==> config.mk <==
export PLATFORM = sky130hd
export DESIGN_NAME = rbg_ctrl
export DESIGN_NICKNAME = d
export VERILOG_FILES = /design/src/rtl/rbg_pkg.sv /design/src/rtl/rbg_ctrl.sv
export SDC_FILE = /design/constraint.sdc
export NUM_CORES = 1
export LEC_CHECK = 0
export BUFFER_PORTS_ARGS = -buffer_cell sky130_fd_sc_hd__buf_2
export CORE_MARGIN = 5
export CORE_UTILIZATION = 53
export DETAILED_ROUTE_END_ITERATION = 16
export PLACE_DENSITY = 0.78
export SYNTH_ARGS = -nofsm -noshare
export SYNTH_HDL_FRONTEND = slang
export SYNTH_SLANG_ARGS = --single-unit
==> constraint.sdc <==
create_clock -name clk_i -period 2.4 [get_ports clk_i]
set_input_delay 0.12 -clock clk_i [delete_from_list [all_inputs] [get_ports clk_i]]
set_output_delay 0.12 -clock clk_i [all_outputs]
set_load 0.1 [all_outputs]
==> src/rtl/rbg_pkg.sv <==
// Package for the RMS balance gain stage: widths, codes and the
// controller/datapath command and status types. No dependencies.
`timescale 1ns / 1ps
`default_nettype none
package rbg_pkg;

  localparam int SAMPLE_W   = 16;
  localparam int COEFF_W    = 24;
  localparam int POWER_W    = 48;
  localparam int GAIN_W     = 24;
  localparam int ACC_W      = 73;
  localparam int PROD_W     = 58;
  localparam int MSQ_W      = 31;
  localparam int CNT_W      = 6;
  localparam int SQREM_W    = 26;

  localparam logic [CNT_W-1:0] MUL_LAST  = CNT_W'(9);
  localparam logic [CNT_W-1:0] DIV_LAST  = CNT_W'(47);
  localparam logic [CNT_W-1:0] SQRT_LAST = CNT_W'(23);

  localparam logic [COEFF_W-1:0] POLE_RESET = 24'd16755255;
  localparam logic [GAIN_W-1:0]  GAIN_MAX   = 24'hFFFFFF;

  // Multiplier operations, issued one per cycle and consumed in the next cycle.
  typedef enum logic [3:0] {
    OP_NONE     = 4'd0,
    OP_SQ_SIG   = 4'd1,
    OP_SQ_CMP   = 4'd2,
    OP_C_SIG_LO = 4'd3,
    OP_C_SIG_HI = 4'd4,
    OP_K_SIG    = 4'd5,
    OP_C_CMP_LO = 4'd6,
    OP_C_CMP_HI = 4'd7,
    OP_K_CMP    = 4'd8,
    OP_PROD     = 4'd9
  } op_e;

  typedef enum logic [5:0] {
    S_IDLE = 6'b000001,
    S_MUL  = 6'b000010,
    S_PREP = 6'b000100,
    S_DIV  = 6'b001000,
    S_SQLD = 6'b010000,
    S_SQRT = 6'b100000
  } state_e;

  typedef struct packed {
    logic load_in;
    op_e  mul_op;
    logic pow_update;
    logic prep;
    logic div_step;
    logic sqrt_load;
    logic sqrt_step;
    logic push;
  } cmd_t;

  typedef struct packed {
    logic sig_zero;
    logic ratio_sat;
    logic out_free;
  } sts_t;

  // Order of multiplier operations within one sample. Squares come first
  // so that the pole terms that need them find them registered.
  function automatic op_e op_of_step(input logic [CNT_W-1:0] step);
    op_e op;
    unique case (step)
      CNT_W'(0): op = OP_SQ_SIG;
      CNT_W'(1): op = OP_SQ_CMP;
      CNT_W'(2): op = OP_C_SIG_LO;
      CNT_W'(3): op = OP_C_SIG_HI;
      CNT_W'(4): op = OP_K_SIG;
      CNT_W'(5): op = OP_C_CMP_LO;
      CNT_W'(6): op = OP_C_CMP_HI;
      CNT_W'(7): op = OP_K_CMP;
      CNT_W'(8): op = OP_PROD;
      default:   op = OP_NONE;
    endcase
    return op;
  endfunction

endpackage
`default_nettype wire

==> src/rtl/rbg_ctrl.sv <==
// Controller for the RMS balance gain stage: one-hot sequencer that drives
// the datapath through multiply, divide and square-root phases. Uses rbg_pkg.
`timescale 1ns / 1ps
`default_nettype none
module rbg_ctrl (
  input  wire                 clk_i,
  input  wire                 rst_ni,
  input  wire                 in_valid_i,
  output logic                in_ready_o,
  input  rbg_pkg::sts_t       sts_i,
  output rbg_pkg::cmd_t       cmd_o
);

  rbg_pkg::state_e            state_q, state_d;
  logic [rbg_pkg::CNT_W-1:0]  cnt_q, cnt_d;

  // Next state and commands.
  always_comb begin
    state_d    = state_q;
    cnt_d      = cnt_q;
    cmd_o      = '0;
    cmd_o.mul_op = rbg_pkg::OP_NONE;
    in_ready_o = 1'b0;
    unique case (state_q)
      rbg_pkg::S_IDLE: begin
        // Take a new sample only once the finished result has a free slot.
        in_ready_o = sts_i.out_free;
        if (in_valid_i && sts_i.out_free) begin
          cmd_o.load_in = 1'b1;
          cnt_d   = '0;
          state_d = rbg_pkg::S_MUL;
        end
      end
      rbg_pkg::S_MUL: begin
        cmd_o.mul_op = rbg_pkg::op_of_step(cnt_q);
        if (cnt_q == rbg_pkg::MUL_LAST) begin
          cmd_o.pow_update = 1'b1;
          cmd_o.push       = 1'b1;
          state_d = rbg_pkg::S_PREP;
        end else begin
          cnt_d = cnt_q + 1'b1;
        end
      end
      rbg_pkg::S_PREP: begin
        cmd_o.prep = 1'b1;
        cnt_d = '0;
        priority if (sts_i.sig_zero) begin
          state_d = rbg_pkg::S_SQLD;
        end else if (sts_i.ratio_sat) begin
          state_d = rbg_pkg::S_IDLE;
        end else begin
          state_d = rbg_pkg::S_DIV;
        end
      end
      rbg_pkg::S_DIV: begin
        cmd_o.div_step = 1'b1;
        if (cnt_q == rbg_pkg::DIV_LAST) begin
          state_d = rbg_pkg::S_SQLD;
        end else begin
          cnt_d = cnt_q + 1'b1;
        end
      end
      rbg_pkg::S_SQLD: begin
        cmd_o.sqrt_load = 1'b1;
        cnt_d   = '0;
        state_d = rbg_pkg::S_SQRT;
      end
      rbg_pkg::S_SQRT: begin
        cmd_o.sqrt_step = 1'b1;
        if (cnt_q == rbg_pkg::SQRT_LAST) begin
          state_d = rbg_pkg::S_IDLE;
        end else begin
          cnt_d = cnt_q + 1'b1;
        end
      end
      default: begin
        state_d = rbg_pkg::S_IDLE;
      end
    endcase
  end

  // State registers.
  always_ff @(posedge clk_i or negedge rst_ni) begin
    if (!rst_ni) begin
      state_q <= rbg_pkg::S_IDLE;
      cnt_q   <= '0;
    end else begin
      state_q <= state_d;
      cnt_q   <= cnt_d;
    end
  end

endmodule
`default_nettype wire

==> results_dict.tcl <==
set metrics [dict create \
    drive_above_1_share_pct 38.7 \
    cts_buffer_depth 2 \
    relSlewSlack_pct 67.8 \
    crit_type "reg -> reg" \
    die_x_um 51.9 \
    syn_nets 112 \
    post-route-period-util_pct 95.2 \
    drt_iter0_drc 24 \
    ys_ff_latch 12 \
    ff2ff_setup_slack_ps 120 \
    viasPerCell 6.07 \
    grt_max_degree 13 \
    start_util_pct 55.1 \
    holdWs_ps 49.1 \
    dr.pass1.iters 4 \
    ios 18 \
    setup_viol 0 \
    rsz0062_at_grt "no" \
    yosysWarnings 0 \
    cts_inserted_buffers 3 \
    synthDominantCellAreaShare_pct 29.6 \
    wl_per_cell_um 15.7 \
    synth_common_cells "dfrtp_1, nor2_1, ha_1, nand2_1" \
    area_growth_syn_to_layout_pct 24.7 \
    end_kind "flop" \
    die_y_um 51.9 \
    finalMaxSlewViolations 0 \
    rows 15 \
    peakVddDrop_mv 0.540 \
    hold_violations 0 \
    gp_congestion 0.904 \
    cts_root_buffer "clkbuf_4" \
    fin_nets 131 \
    worst_pin_slew_ps 487 \
    p_total_mw 0.774 \
    finalWirelength_mm 2.14 \
    startpoint_type "flop" \
    grt_pass1_vias 786 \
    post-route-min-period_ps 2280 \
    post_cts_buffers 0 \
    grt_first_pass_wirelength_mm 3.64 \
    ys_seq_area_share_pct 32.4 \
    power_density_mw_per_mm2 667 \
    p_leak_nw 0.519 \
    num_antenna_cells 0 \
    ys.flop_type "dfrtp_1" \
    drcViolationCount 0 \
    die_area_mm2 0.00269 \
    required_ps 2560 \
    skew_ps 6.34 \
    port_buffers 17 \
    cap_violations 0 \
    fillers 135 \
    clock_latency_ps 280 \
    synth_cell_types 47 \
    postRouteAntennaNets 0 \
    synthTopCellsByArea "dfrtp_1, ha_1, nor2_1" \
    ys_async_sr_fraction_pct 100 \
    synth_area_um2 931 \
    grt_overflow 0 \
    path_clk_slew_ps 80 \
    final_cells 136 \
    synth.avg_cell_area_um2 9.22 \
    hp-class "in -> reg" \
    fmax_ghz 0.438 \
    path_max_fanout 8 \
    status "complete, no violations" \
    arrival_ps 2450 \
    place_inst 131 \
    vias 825 \
    synthCells 101 \
    dp_hpwl_mm 1.68 \
    synth-edff-count 0 \
    cts_tree "done" \
    core_area_mm2 0.00169 \
    antenna_found_initial 0 \
    cts_sinks 12 \
    htree_levels 1 \
    yosys.area.top_type "dfrtp_1" \
    finalInstanceArea_mm2 0.00116 \
    dpl-instance-area_mm2 0.00111 \
    grt_usage_pct 18.1 \
]
-- final cells by class --
class / instances / area, um^2 / share of cell area (%)
timing repair buffer: 19 / 153 / 13.1
clock buffer: 4 / 26.3 / 2.26
sequential: 12 / 302 / 26.0
tap: 17 / 21.3 / 1.83
inverter: 6 / 35.0 / 3.02
multi-input combinational: 78 / 624 / 53.8
-- power by group --
part / internal (mW) / switching (mW)
sequential: 0.229 / 0.0379
clock: 0.0644 / 0.0725
combinational: 0.139 / 0.231
total: 0.433 / 0.342
-- worst paths after layout --
kind / from / endpoint / cells past startpoint
worst max-delay path: state_q[0] / cnt_q[3] / 6
worst min-delay path: sts_i[1] / state_q[3] / 2
worst max register to register: state_q[0] / cnt_q[3] / 6
worst min register to register: cnt_q[5] / cnt_q[5] / 1
max in group asynchronous: rst_ni / state_q[0] / 2
min in group asynchronous: rst_ni / state_q[1] / 2
-- through the flow --
step | setup TNS (ps) | util, % | setup slack, ps
2_1_floorplan | -997 | - | -175
6_report | 0 | 68.7 | 116
5_1_grt | 0 | 68.7 | 65.8
3_3_place_gp | 0 | 65.8 | 188
3_5_place_dp | 0 | 65.8 | 92.4
4_1_cts | 0 | 67.9 | 12.2
-- placed cells by master, fill, tap and decap left out, types with 2 or more instances in the layout --
master,count
a211o_1,3
a211oi_1,2
a21oi_1,2
buf_12,3
buf_2,12
clkbuf_4,5
dfrtp_1,11
ha_1,5
inv_1,4
nand2_1,5
nand2b_1,3
nand3_1,2
nand3b_1,2
nor2_1,9
nor2_2,3
nor3_1,2
nor3b_1,2
nor4_1,4
o21ai_0,3
or3_4,2
-- logic make-up after synthesis --
| family | Yosys count | share of synthesized area (%) |
|---|---|---|
| adder cells (fa/ha/maj) | 5 | 6.72 |
| buffers and inverters | 11 | 7.93 |
| XOR/XNOR | 1 | 0.941 |
| AND/OR/NAND/NOR | 48 | 30.6 |
| multiplexers | 2 | 2.42 |
| AO/OA/AOI/OAI | 22 | 19.0 |
| flip-flops | 12 | 32.4 |
-- critical path, stage by stage, from the launching register on --
cell and delay [ps]:
dfstp_2 610, or3_1 290, or3_4 220, inv_8 40, a2111o_2 470, a31o_4 260
a211o_1 290
-- routing by layer --
metal  wire [um]  share of wire [%]  global-route usage (%)  vias up
li1            -                  -                       -      410
met1         896                 42                    22.2      396
met2        1160                 54                    31.6       17
met3          71                3.3                    5.16        2
met4           9               0.42                    2.62        0
met5           0                  0                       0        -
-- registers in the layout (all words and copies together) (netlist names) --
register / flops
cnt_q: 6
state_q: 6
-- timing repair --
action	4_1_cts	5_1_grt
setup endpoints to repair	0	9
hold buffers	1	0
endpoints found under the hold margin	12	0
gates resized for setup	0	4
Power figures use the tool's default switching activity.
