<file path="src/rtl/rbg_pkg.sv">
// Package for the RMS balance gain stage: widths, codes and the
// controller/datapath command and status types. No dependencies.
`timescale 1ns / 1ps
`default_nettype none
package rbg_pkg;

  localparam int SAMPLE_W   = 16;
  localparam int COEFF_W    = 24;
  localparam int POWER_W    = 48;
  localparam int GAIN_W     = 24;
  localparam int ACC_W      = 73;
  localparam int PROD_W     = 58;
  localparam int MSQ_W      = 31;
  localparam int CNT_W      = 6;
  localparam int SQREM_W    = 26;

  localparam logic [CNT_W-1:0] MUL_LAST  = CNT_W'(9);
  localparam logic [CNT_W-1:0] DIV_LAST  = CNT_W'(47);
  localparam logic [CNT_W-1:0] SQRT_LAST = CNT_W'(23);

  localparam logic [COEFF_W-1:0] POLE_RESET = 24'd16755255;
  localparam logic [GAIN_W-1:0]  GAIN_MAX   = 24'hFFFFFF;

  // Multiplier operations, issued one per cycle and consumed in the next cycle.
  typedef enum logic [3:0] {
    OP_NONE     = 4'd0,
    OP_SQ_SIG   = 4'd1,
    OP_SQ_CMP   = 4'd2,
    OP_C_SIG_LO = 4'd3,
    OP_C_SIG_HI = 4'd4,
    OP_K_SIG    = 4'd5,
    OP_C_CMP_LO = 4'd6,
    OP_C_CMP_HI = 4'd7,
    OP_K_CMP    = 4'd8,
    OP_PROD     = 4'd9
  } op_e;

  typedef enum logic [5:0] {
    S_IDLE = 6'b000001,
    S_MUL  = 6'b000010,
    S_PREP = 6'b000100,
    S_DIV  = 6'b001000,
    S_SQLD = 6'b010000,
    S_SQRT = 6'b100000
  } state_e;

  typedef struct packed {
    logic load_in;
    op_e  mul_op;
    logic pow_update;
    logic prep;
    logic div_step;
    logic sqrt_load;
    logic sqrt_step;
    logic push;
  } cmd_t;

  typedef struct packed {
    logic sig_zero;
    logic ratio_sat;
    logic out_free;
  } sts_t;

  // Order of multiplier operations within one sample. Squares come first
  // so that the pole terms that need them find them registered.
  function automatic op_e op_of_step(input logic [CNT_W-1:0] step);
    op_e op;
    unique case (step)
      CNT_W'(0): op = OP_SQ_SIG;
      CNT_W'(1): op = OP_SQ_CMP;
      CNT_W'(2): op = OP_C_SIG_LO;
      CNT_W'(3): op = OP_C_SIG_HI;
      CNT_W'(4): op = OP_K_SIG;
      CNT_W'(5): op = OP_C_CMP_LO;
      CNT_W'(6): op = OP_C_CMP_HI;
      CNT_W'(7): op = OP_K_CMP;
      CNT_W'(8): op = OP_PROD;
      default:   op = OP_NONE;
    endcase
    return op;
  endfunction

endpackage
`default_nettype wire

</file>
<file path="src/rtl/rbg_dp.sv">
// Datapath for the RMS balance gain stage: shared multiplier, power
// accumulators, restoring divider, square root and output register. Uses rbg_pkg.
`timescale 1ns / 1ps
`default_nettype none
module rbg_dp (
  input  wire                                  clk_i,
  input  wire                                  rst_ni,
  input  wire                                  cfg_we_i,
  input  wire  [rbg_pkg::COEFF_W-1:0]          cfg_data_i,
  input  wire  signed [rbg_pkg::SAMPLE_W-1:0]  signal_sample_i,
  input  wire  signed [rbg_pkg::SAMPLE_W-1:0]  compare_sample_i,
  input  wire                                  out_ready_i,
  output logic                                 out_valid_o,
  output logic signed [rbg_pkg::SAMPLE_W-1:0]  balanced_sample_o,
  input  rbg_pkg::cmd_t                        cmd_i,
  output rbg_pkg::sts_t                        sts_o
);

  logic [rbg_pkg::COEFF_W-1:0]         pole_q;
  logic signed [rbg_pkg::SAMPLE_W-1:0] sig_q, cmp_q;
  logic [rbg_pkg::POWER_W-1:0]         sig_pow_q, cmp_pow_q;
  logic [rbg_pkg::GAIN_W-1:0]          gain_q;
  logic [rbg_pkg::MSQ_W-1:0]           msq_s_q, msq_c_q;
  logic [rbg_pkg::ACC_W-1:0]           acc_s_q, acc_c_q;
  logic signed [rbg_pkg::PROD_W-1:0]   prod_q;
  rbg_pkg::op_e                        op_q;
  logic                                out_valid_q;
  logic signed [rbg_pkg::SAMPLE_W-1:0] out_data_q;
  logic [rbg_pkg::POWER_W-1:0]         div_rem_q, div_sh_q;
  logic [rbg_pkg::POWER_W-1:0]         sq_v_q;
  logic [rbg_pkg::SQREM_W-1:0]         sq_rem_q;
  logic [rbg_pkg::GAIN_W-1:0]          root_q;

  logic [rbg_pkg::COEFF_W:0]           k;
  logic signed [32:0]                  mul_a, mul_b;
  logic signed [65:0]                  mul_full;
  logic [54:0]                         prod_u;
  logic signed [41:0]                  rnd;
  logic signed [25:0]                  y_wide;
  logic signed [rbg_pkg::SAMPLE_W-1:0] y_sat;
  logic [rbg_pkg::POWER_W:0]           div_rem2, div_q_ext;
  logic                                div_ge;
  logic [rbg_pkg::SQREM_W+1:0]         sq_rem2, sq_trial;
  logic                                sq_ge;

  // Status toward the controller.
  assign sts_o.sig_zero  = (sig_pow_q == '0);
  assign sts_o.ratio_sat = {16'b0, cmp_pow_q} >= {sig_pow_q, 16'b0};
  assign sts_o.out_free  = !out_valid_q || out_ready_i;

  // Shared multiplier operand selection.
  assign k = 25'(1 << rbg_pkg::COEFF_W) - {1'b0, pole_q};
  always_comb begin
    mul_a = '0;
    mul_b = '0;
    unique case (cmd_i.mul_op)
      rbg_pkg::OP_SQ_SIG: begin
        mul_a = 33'(sig_q);
        mul_b = 33'(sig_q);
      end
      rbg_pkg::OP_SQ_CMP: begin
        mul_a = 33'(cmp_q);
        mul_b = 33'(cmp_q);
      end
      rbg_pkg::OP_C_SIG_LO: begin
        mul_a = {9'b0, pole_q};
        mul_b = {9'b0, sig_pow_q[23:0]};
      end
      rbg_pkg::OP_C_SIG_HI: begin
        mul_a = {9'b0, pole_q};
        mul_b = {9'b0, sig_pow_q[47:24]};
      end
      rbg_pkg::OP_K_SIG: begin
        mul_a = {8'b0, k};
        mul_b = {2'b0, msq_s_q};
      end
      rbg_pkg::OP_C_CMP_LO: begin
        mul_a = {9'b0, pole_q};
        mul_b = {9'b0, cmp_pow_q[23:0]};
      end
      rbg_pkg::OP_C_CMP_HI: begin
        mul_a = {9'b0, pole_q};
        mul_b = {9'b0, cmp_pow_q[47:24]};
      end
      rbg_pkg::OP_K_CMP: begin
        mul_a = {8'b0, k};
        mul_b = {2'b0, msq_c_q};
      end
      rbg_pkg::OP_PROD: begin
        mul_a = 33'(sig_q);
        mul_b = {9'b0, gain_q};
      end
      default: begin
        mul_a = '0;
        mul_b = '0;
      end
    endcase
  end
  assign mul_full = mul_a * mul_b;
  assign prod_u   = prod_q[54:0];

  // Output rounding: add one half, floor shift by 16, saturate.
  assign rnd    = prod_q[41:0] + 42'sd32768;
  assign y_wide = rnd[41:16];
  always_comb begin
    priority if (y_wide > 26'sd32767) begin
      y_sat = 16'sh7FFF;
    end else if (y_wide < -26'sd32768) begin
      y_sat = -16'sh8000;
    end else begin
      y_sat = y_wide[15:0];
    end
  end

  // One restoring division step.
  assign div_rem2  = {div_rem_q, div_sh_q[rbg_pkg::POWER_W-1]};
  assign div_q_ext = {1'b0, sig_pow_q};
  assign div_ge    = div_rem2 >= div_q_ext;

  // One square root digit step.
  assign sq_rem2  = {sq_rem_q, sq_v_q[47:46]};
  assign sq_trial = {2'b0, root_q, 2'b01};
  assign sq_ge    = sq_rem2 >= sq_trial;

  // Configuration and filter state.
  always_ff @(posedge clk_i or negedge rst_ni) begin
    if (!rst_ni) begin
      pole_q      <= rbg_pkg::POLE_RESET;
      sig_pow_q   <= '0;
      cmp_pow_q   <= '0;
      gain_q      <= '0;
      out_valid_q <= 1'b0;
      op_q        <= rbg_pkg::OP_NONE;
    end else begin
      if (cfg_we_i) begin
        pole_q <= cfg_data_i;
      end
      if (cmd_i.pow_update) begin
        sig_pow_q <= acc_s_q[71:24];
        cmp_pow_q <= acc_c_q[71:24];
      end
      if (cmd_i.prep && !sts_o.sig_zero && sts_o.ratio_sat) begin
        gain_q <= rbg_pkg::GAIN_MAX;
      end else if (cmd_i.sqrt_step) begin
        gain_q <= sq_ge ? {root_q[22:0], 1'b1} : {root_q[22:0], 1'b0};
      end
      if (cmd_i.push) begin
        out_valid_q <= 1'b1;
      end else if (out_ready_i) begin
        out_valid_q <= 1'b0;
      end
      op_q <= cmd_i.mul_op;
    end
  end

  // Working registers.
  always_ff @(posedge clk_i) begin
    prod_q <= mul_full[rbg_pkg::PROD_W-1:0];
    if (cmd_i.load_in) begin
      sig_q   <= signal_sample_i;
      cmp_q   <= compare_sample_i;
      acc_s_q <= '0;
      acc_c_q <= '0;
    end
    // Consume last cycle's product.
    unique case (op_q)
      rbg_pkg::OP_SQ_SIG:   msq_s_q <= prod_q[rbg_pkg::MSQ_W-1:0];
      rbg_pkg::OP_SQ_CMP:   msq_c_q <= prod_q[rbg_pkg::MSQ_W-1:0];
      rbg_pkg::OP_C_SIG_LO: acc_s_q <= acc_s_q + rbg_pkg::ACC_W'(prod_u);
      rbg_pkg::OP_C_SIG_HI: acc_s_q <= acc_s_q + (rbg_pkg::ACC_W'(prod_u) << 24);
      rbg_pkg::OP_K_SIG:    acc_s_q <= acc_s_q + (rbg_pkg::ACC_W'(prod_u) << 16);
      rbg_pkg::OP_C_CMP_LO: acc_c_q <= acc_c_q + rbg_pkg::ACC_W'(prod_u);
      rbg_pkg::OP_C_CMP_HI: acc_c_q <= acc_c_q + (rbg_pkg::ACC_W'(prod_u) << 24);
      rbg_pkg::OP_K_CMP:    acc_c_q <= acc_c_q + (rbg_pkg::ACC_W'(prod_u) << 16);
      default: begin
      end
    endcase
    if (cmd_i.push) begin
      out_data_q <= y_sat;
    end
    // Divider: remainder starts from the bits above the quotient range.
    if (cmd_i.prep) begin
      div_rem_q <= {16'b0, cmp_pow_q[47:16]};
      div_sh_q  <= {cmp_pow_q[15:0], 32'b0};
    end else if (cmd_i.div_step) begin
      div_rem_q <= div_ge ? 48'(div_rem2 - div_q_ext) : div_rem2[47:0];
      div_sh_q  <= {div_sh_q[46:0], div_ge};
    end
    // Square root operand: scaled compare power alone when signal power is zero.
    if (cmd_i.sqrt_load) begin
      sq_v_q   <= sts_o.sig_zero ? {14'b0, cmp_pow_q[47:14]} : div_sh_q;
      sq_rem_q <= '0;
      root_q   <= '0;
    end else if (cmd_i.sqrt_step) begin
      sq_v_q   <= {sq_v_q[45:0], 2'b00};
      sq_rem_q <= sq_ge ? 26'(sq_rem2 - sq_trial) : sq_rem2[25:0];
      root_q   <= sq_ge ? {root_q[22:0], 1'b1} : {root_q[22:0], 1'b0};
    end
  end

  assign out_valid_o       = out_valid_q;
  assign balanced_sample_o = out_data_q;

endmodule
`default_nettype wire

</file>
<file path="config.mk">
export PLATFORM = sky130hd
export DESIGN_NAME = rbg_dp
export DESIGN_NICKNAME = d
export VERILOG_FILES = /design/src/rtl/rbg_pkg.sv /design/src/rtl/rbg_dp.sv
export SDC_FILE = /design/constraint.sdc
export NUM_CORES = 2
export LEC_CHECK = 0
export ABC_AREA = 1
export BUFFER_PORTS_ARGS = -buffer_cell sky130_fd_sc_hd__buf_2
export CORE_MARGIN = 2
export CORE_UTILIZATION = 45
export DETAILED_ROUTE_END_ITERATION = 16
export PLACE_DENSITY_LB_ADDON = 0.08
export SETUP_SLACK_MARGIN = 0.5
export SYNTH_ARGS = -nofsm -noshare
export SYNTH_HDL_FRONTEND = slang
export SYNTH_SLANG_ARGS = --single-unit
</file>
<file path="constraint.sdc">
create_clock -name clk_i -period 11.35 [get_ports clk_i]
set_input_delay 2.27 -clock clk_i [delete_from_list [all_inputs] [get_ports clk_i]]
set_output_delay 2.27 -clock clk_i [all_outputs]
set_load 0.05 [all_outputs]
</file>
==> results.json <==
{
  "top_level_ports": 91,
  "yosys.area.top_type": "fa_1",
  "crit_path_frequent_cell": "fa_1",
  "start_util_pct": 45.23,
  "period_share_pct": 92.18,
  "die-width_um": 457.2,
  "critPathKind": "in -> reg",
  "swShare_pct": 59.33,
  "grt-ovfl-total": 0,
  "switchingPower_mw": 15.15,
  "cp_slowest_stage_delay_ps": 710,
  "antenna_left": 0,
  "grt_first_pass_wirelength_mm": 638.4,
  "final_nets": 15470,
  "finClkSkew_ps": 85.92,
  "wl_mm": 446.1,
  "p_leak_nw": 53.61,
  "synth-edff-count": 350,
  "synth-main-ff-cell": "edfxtp_1",
  "cts-root-buf": "clkbuf_16",
  "synth_common_cells": "nand2_1 (4014), inv_1 (2889), nor2_1 (1196)",
  "synth_top_area_share_pct": 19.27,
  "synth_cell_types": 67,
  "dp_hpwl_mm": 364.0,
  "cts_buffer_depth": 3,
  "die_area_mm2": 0.2091,
  "hold_class": "reg -> reg",
  "tightest_slew_ps": 1252,
  "timing.final.hold_violations": 0,
  "startpoint_type": "primary input",
  "grt_pass1_vias": 91980,
  "antenna_found_initial": 38,
  "final-setup-viol-count": 0,
  "detail_route.first_pass.iterations": 6,
  "drt_iter0_markers": 11910,
  "synth_warnings": 0,
  "worstPathMaxFanout": 13,
  "cts_hold_buf": 0,
  "max_freq_ghz": 0.09558,
  "cts_tree": "built",
  "yosys-top-cells-area": "fa_1 (19%), nand2_1 (16%), inv_1 (12%)",
  "track_usage_pct": 42.10,
  "cts.sinks": 652,
  "p_int_mw": 10.39,
  "maxCapViolCount": 0,
  "ys_ff_latch": 652,
  "gp_congestion": 1.076,
  "wire_per_inst_um": 26.72,
  "place_area_mm2": 0.09700,
  "drv_slew": 0,
  "grt_max_degree": 106,
  "syn-cell-area_mm2": 0.09244,
  "period_needed_ps": 10460,
  "combPwrFrac_pct": 72.4,
  "netlist_instances": 13750,
  "rsz0062_at_grt": "no",
  "peakVddDrop_mv": 0.2232,
  "yosysMostFrequentCell": "nand2_1",
  "std_cell_rows": 166,
  "yosysSeqAreaShare_pct": 18.74,
  "die_y_um": 457.2,
  "syn2layout_area_growth_pct": 8.265,
  "endpoint_kind": "flop",
  "clkTransAtPathRegs_ps": 70,
  "critPathRequiredTime_ps": 11990,
  "drive_gt1_share_pct": 4.706,
  "via_per_inst": 5.755,
  "design_area_mm2": 0.1001,
  "seq_power_share_pct": 16.0,
  "power.share.clock_pct": 11.5,
  "cts_buffers": 84,
  "status": "finished, final reports clean",
  "avgSynthCellArea_um2": 6.723,
  "core_area_mm2": 0.2044,
  "cp_slowest_cell": "fa_1",
  "tns_ps": 0,
  "h-tree-depth": 3,
  "vias": 96080,
  "worstPathArrival_ps": 11110,
  "insertion_delay_ps": 790,
  "relSlewSlack_pct": 16.53,
  "ys_async_sr_fraction_pct": 22.85,
  "io_buffers": 90,
  "power_density_mw_per_mm2": 255.2,
  "drc": 0
}
-- path summary, 6_finish.rpt --
path	from	depth (start not counted)	slack, ps	to
min in group asynchronous	rst_ni	1	1520	cmp_pow_q[29]$_DFFE_PN0P_
max reg2reg	pole_q[1]$_DFFE_PN1P_	33	2140	prod_q[36]$_DFF_P_
min reg2reg	sq_rem_q[25]$_SDFFE_PP0P_	2	460	sq_rem_q[25]$_SDFFE_PP0P_
max in group asynchronous	rst_ni	2	8080	gain_q[13]$_DFFE_PN0P_
max	cmd_i[7]	34	890	prod_q[47]$_DFF_P_
min	sq_rem_q[25]$_SDFFE_PP0P_	2	460	sq_rem_q[25]$_SDFFE_PP0P_
-- power groups by stage --
stage                     clock network, mW  registers (mW)  logic [mW]
final                                  2.95            4.09        18.5
after global placement                    0            4.07        17.7
after floorplan                           0            3.52        11.3
after CTS                              2.96            4.02        17.9
after detailed placement                  0            4.06        17.8
after global routing                   3.05            4.04        20.2
-- cells in the final DEF (no fill, tap or decap), types with 26 or more instances in the layout --
cell type  count
nand4_1      218
o21a_1        26
nand2_1     4013
xor2_1        55
dfxtp_1      128
o21bai_1      65
buf_4        240
o21ai_0      691
buf_2         88
ha_1         616
nand3_1      774
fa_1         890
inv_2         37
nand3b_1      47
inv_1       2887
clkbuf_16     88
nor3_1       105
xnor2_1       65
edfxtp_1     350
nor4_1        39
a21boi_0      34
o22ai_1       84
dfrtp_1      132
a21oi_1      723
nor2_1      1192
or2_2         51
diode_2       48
-- metal layers --
layer  wire, µm  GRT usage (%)  share of wire, %  vias up
li1           -              -                 -    43190
met1     176400          54.96                40    45960
met2     188600          61.96                42     5795
met3      51030          11.07                11     1124
met4      29980          26.26               6.7       22
met5        139              0             0.031        -
-- kinds of logic after synthesis --
kind of cell             synth area share, %
XOR/XNOR                               1.137
multiplexers                         0.03654
other                               0.008124
buffers and inverters                  13.28
AND/OR/NAND/NOR                        28.88
flip-flops                             18.74
adder cells (fa/ha/maj)                27.61
AO/OA/AOI/OAI                          10.31
-- repair_timing --
action,in CTS,in global routing
setup endpoints to repair,0,10
buffers inserted,0,0
gates resized for setup,0,1
-- flip-flops by register name (all words and copies together) (netlist names) --
name / cells
prod_q: 55
acc_s_q: 72
sig_pow_q: 48
cmp_pow_q: 48
div_sh_q: 48
sq_v_q: 48
pole_q: 24
msq_s_q: 31
op_q: 4
out_valid_o: 1
msq_c_q: 31
gain_q: 24
acc_c_q: 72
sq_rem_q: 26
cmp_q: 16
balanced_sample_o: 16
root_q: 24
sig_q: 16
div_rem_q: 48
-- worst max-delay path: cells and delay by family --
| family | cells | cell delay [ps] |
|---|---|---|
| AOI/OAI and AO/OA | 2 | 690 |
| xor gates and xnor gates | 1 | 200 |
| adders and majority gates | 9 | 4690 |
| buffers and inverters | 12 | 1510 |
| and+or+nand+nor | 10 | 1700 |
-- layout make-up --
class	count	area [µm²]
diodes	48	120.1
clock buffers	101	2312
clock inverters	56	649.4
fillers	21130	104300
inverters	2929	10990
multi-input cells	9888	62940
flip-flops and latches	652	17350
well taps	2688	3363
repair buffers	334	2354
-- stage by stage --
step	utilization, %	hold slack [ps]	instances	total power [mW]	setup WS (ps)
2_1_floorplan	-	426.8	13760	14.78	1246
3_3_place_gp	47.46	448.7	16490	21.80	141.7
3_5_place_dp	47.46	457.0	16490	21.82	206.4
4_1_cts	48.91	454.7	16650	24.91	934.8
5_1_grt	48.92	476.7	16660	27.30	565.4
6_report	48.97	461.8	16700	25.54	887.1
(Power assumes the default switching activity.)
